### config.mk
export PLATFORM = sky130hd
export DESIGN_NAME = kbar_ram
export DESIGN_NICKNAME = d
export VERILOG_FILES = /design/src/rtl/kbar_ram.sv
export SDC_FILE = /design/constraint.sdc
export NUM_CORES = 1
export LEC_CHECK = 0
export ABC_AREA = 1
export BUFFER_PORTS_ARGS = -buffer_cell sky130_fd_sc_hd__buf_2
export CORE_ASPECT_RATIO = 1.25
export CORE_MARGIN = 4
export CORE_UTILIZATION = 30
export CTS_CLUSTER_SIZE = 12
export DETAILED_ROUTE_END_ITERATION = 6
export PLACE_DENSITY = 0.57
export RECOVER_POWER = 50
export SYNTH_ARGS = -nofsm -noshare
export SYNTH_HDL_FRONTEND = slang
export SYNTH_SLANG_ARGS = --single-unit
### constraint.sdc
create_clock -name aclk -period 1.87 [get_ports aclk]
set_clock_uncertainty 0.15 [all_clocks]
set_input_delay 0.187 -clock aclk [delete_from_list [all_inputs] [get_ports aclk]]
set_output_delay 0.187 -clock aclk [all_outputs]
set_load 0.02 [all_outputs]
### src/rtl/kbar_ram.sv
// Generic single-port-write, single-port-read RAM with registered read.
// No dependencies.
module kbar_ram #(
    parameter int WIDTH = 8,
    parameter int DEPTH = 16
) (
    input  logic                     aclk,
    input  logic                     we,
    input  logic [$clog2(DEPTH)-1:0] waddr,
    input  logic [WIDTH-1:0]         wdata,
    input  logic [$clog2(DEPTH)-1:0] raddr,
    output logic [WIDTH-1:0]         rdata
);
    logic [WIDTH-1:0] mem [DEPTH];

    always_ff @(posedge aclk) begin
        if (we) mem[waddr] <= wdata;
        rdata <= mem[raddr];
    end
endmodule

==> results_dict.tcl <==
set metrics [dict create \
    clkTransAtPathRegs_ns 0.05 \
    grt_max_degree 58 \
    slowest_stage "dfxtp_1" \
    drt-initial-drc-count 259 \
    crit_path_max_fanout 1 \
    io_pins 26 \
    cts_tree "yes" \
    insertion_delay_ns 0.41 \
    leakagePower_uw 0.00288 \
    avgRoutedWirePerCell_um 15.8 \
    synth_cell_types 12 \
    vias_per_cell 4.52 \
    finalSetupViolations 0 \
    place_hpwl_um 8480 \
    cap_viol_max_count 0 \
    cp_top_family "flip-flops" \
    post_cts_buffers 0 \
    cp.arrival_ns 0.96 \
    numCtsBuffers 17 \
    startpoint_type "flop" \
    synthCells 551 \
    fin_nets 616 \
    status "finished clean" \
    grt_pass1_wl_um 21100 \
    n_antenna_cell 0 \
    setup_tns_ns 0 \
    cts-root-buf "clkbuf_16" \
    worst_pin_slew_ns 0.947 \
    ys_seq_area_share_pct 69.4 \
    yosys_warnings 0 \
    htreeDepth 4 \
    power_density_nw_per_um2 1010 \
    ys_ff_latch 136 \
    layout_commonest_cell "nand2_1" \
    cp_cell_sequence "buf_2" \
    layout_common_cells "nand2_1 (173), edfxtp_1 (128), inv_1 (100)" \
    holdBufCountCts 1 \
    drc 0 \
    cp.required_ns 1.53 \
    initial_core_util_pct 30.6 \
    final_layout_size_suffix_gt1_share_pct 10.7 \
    drv_slew 0 \
    max_freq_mhz 770 \
    holdWs_ns 0.213 \
    vdd_drop_max_uv 510 \
    slew_headroom_pct 36.8 \
    place.gp.congestion 0.872 \
    rows 56 \
    die_w_um 132 \
    rsz0062_at_grt "no" \
    core_um2 18800 \
    dr.pass1.iters 4 \
    worstSetupEndpointType "primary output" \
    antenna_found_initial 0 \
    grt-ovfl-total 0 \
    slowest_delay_ns 0.37 \
    die_h_um 163 \
    wirelength_um 13300 \
    port_buffers 25 \
    synth.cell_area_um2 5770 \
    min_period_over_period_pct 69.5 \
    vias 3807 \
    hold_viol_final 0 \
    cts.repair.resized 0 \
    hold_path_class "input port to flop" \
    clock_path_buffers 2 \
    min_period_ns 1.30 \
    grt_pass1_vias 3807 \
    drtAntennaViolNets 0 \
    critical_path_buf_inv_count 1 \
    syn_avg_cell_area_um2 10.5 \
    track_usage_pct 12.9 \
    crit_type "flop to primary output" \
    syn_to_final_growth_pct 17.4 \
    synthesis.nets 569 \
    fillers 1856 \
    die_area_um2 21500 \
    cts.sinks 136 \
]
[metrics by stage]
| step | power (uW) | setup slack (ns) | cell area [um2] | std cells | util, % |
|---|---|---|---|---|---|
| after CTS | 6890 | 0.545 | 6790 | 842 | 36.0 |
| after detailed placement | 3950 | 0.381 | 6260 | 810 | 33.2 |
| after global placement | 3940 | 0.409 | 6260 | 810 | 33.2 |
| final | 6820 | 0.570 | 6770 | 842 | 35.9 |
| after global routing | 7100 | 0.531 | 6770 | 842 | 35.9 |
| after floorplan | 3750 | 0.582 | 5770 | 551 | - |
[state kept, by name (all words and copies together), names as in the netlist]
signal	cells
mem	128
rdata	8
[worst min-delay path, stage by stage]
cell and delay, ns:
buf_2 0.11, buf_4 0.21, nand3_1 0.11, nand3_1 0.07, nand2_1 0.05
[power by group]
group          leakage, uW  internal, uW  switching [uW]
Sequential         0.00122          3410            22.3
Combinational      0.00142           132             313
Clock             0.000244          1780            1170
[worst paths after layout]
| path | start | end | slack [ns] | cells after the start |
|---|---|---|---|---|
| setup reg to reg | mem[7][1] | rdata[1] | 0.69 | 6 |
| hold / removal | raddr[2] | rdata[2] | 0.21 | 5 |
| setup / recovery | rdata[6] | rdata[6] | 0.57 | 1 |
| hold reg to reg | mem[12][2] | rdata[2] | 0.53 | 6 |
[cells in the mapped netlist]
cell,instances,area share (%)
buf_1,1,0.065
buf_2,13,1.1
buf_4,4,0.52
buf_6,6,1.2
nand3_1,97,8.4
nand2_1,173,11
inv_2,2,0.13
edfxtp_1,128,67
dfxtp_1,8,2.8
inv_1,100,6.5
nand3b_1,2,0.26
nor2_1,17,1.1
[layer usage]
layer | track usage, % | part of all wire, %
met1 | 15.9 | 43
met2 | 22.3 | 50
met3 | 3.27 | 4.9
met4 | 4.35 | 1.6
met5 | 0 | 0
[kinds of logic (layout without fill, tap and decap cells)]
| group | count (synthesis) | in the layout | synth area share (%) |
|---|---|---|---|
| buffers and inverters | 126 | 185 | 9.52 |
| AND/OR/NAND/NOR | 289 | 289 | 21.0 |
| flip-flops | 136 | 136 | 69.4 |
[layout make-up]
type	count	area, um2	share of cell area (%)
sequential	136	4000	59.1
multi-input combinational	289	1210	17.9
timing repair buffer	52	362	5.34
clock inverter	13	88.8	1.31
tap	232	290	4.29
clock buffer	18	429	6.34
inverter	102	383	5.66
No activity file was read; power rests on OpenSTA's default activity.
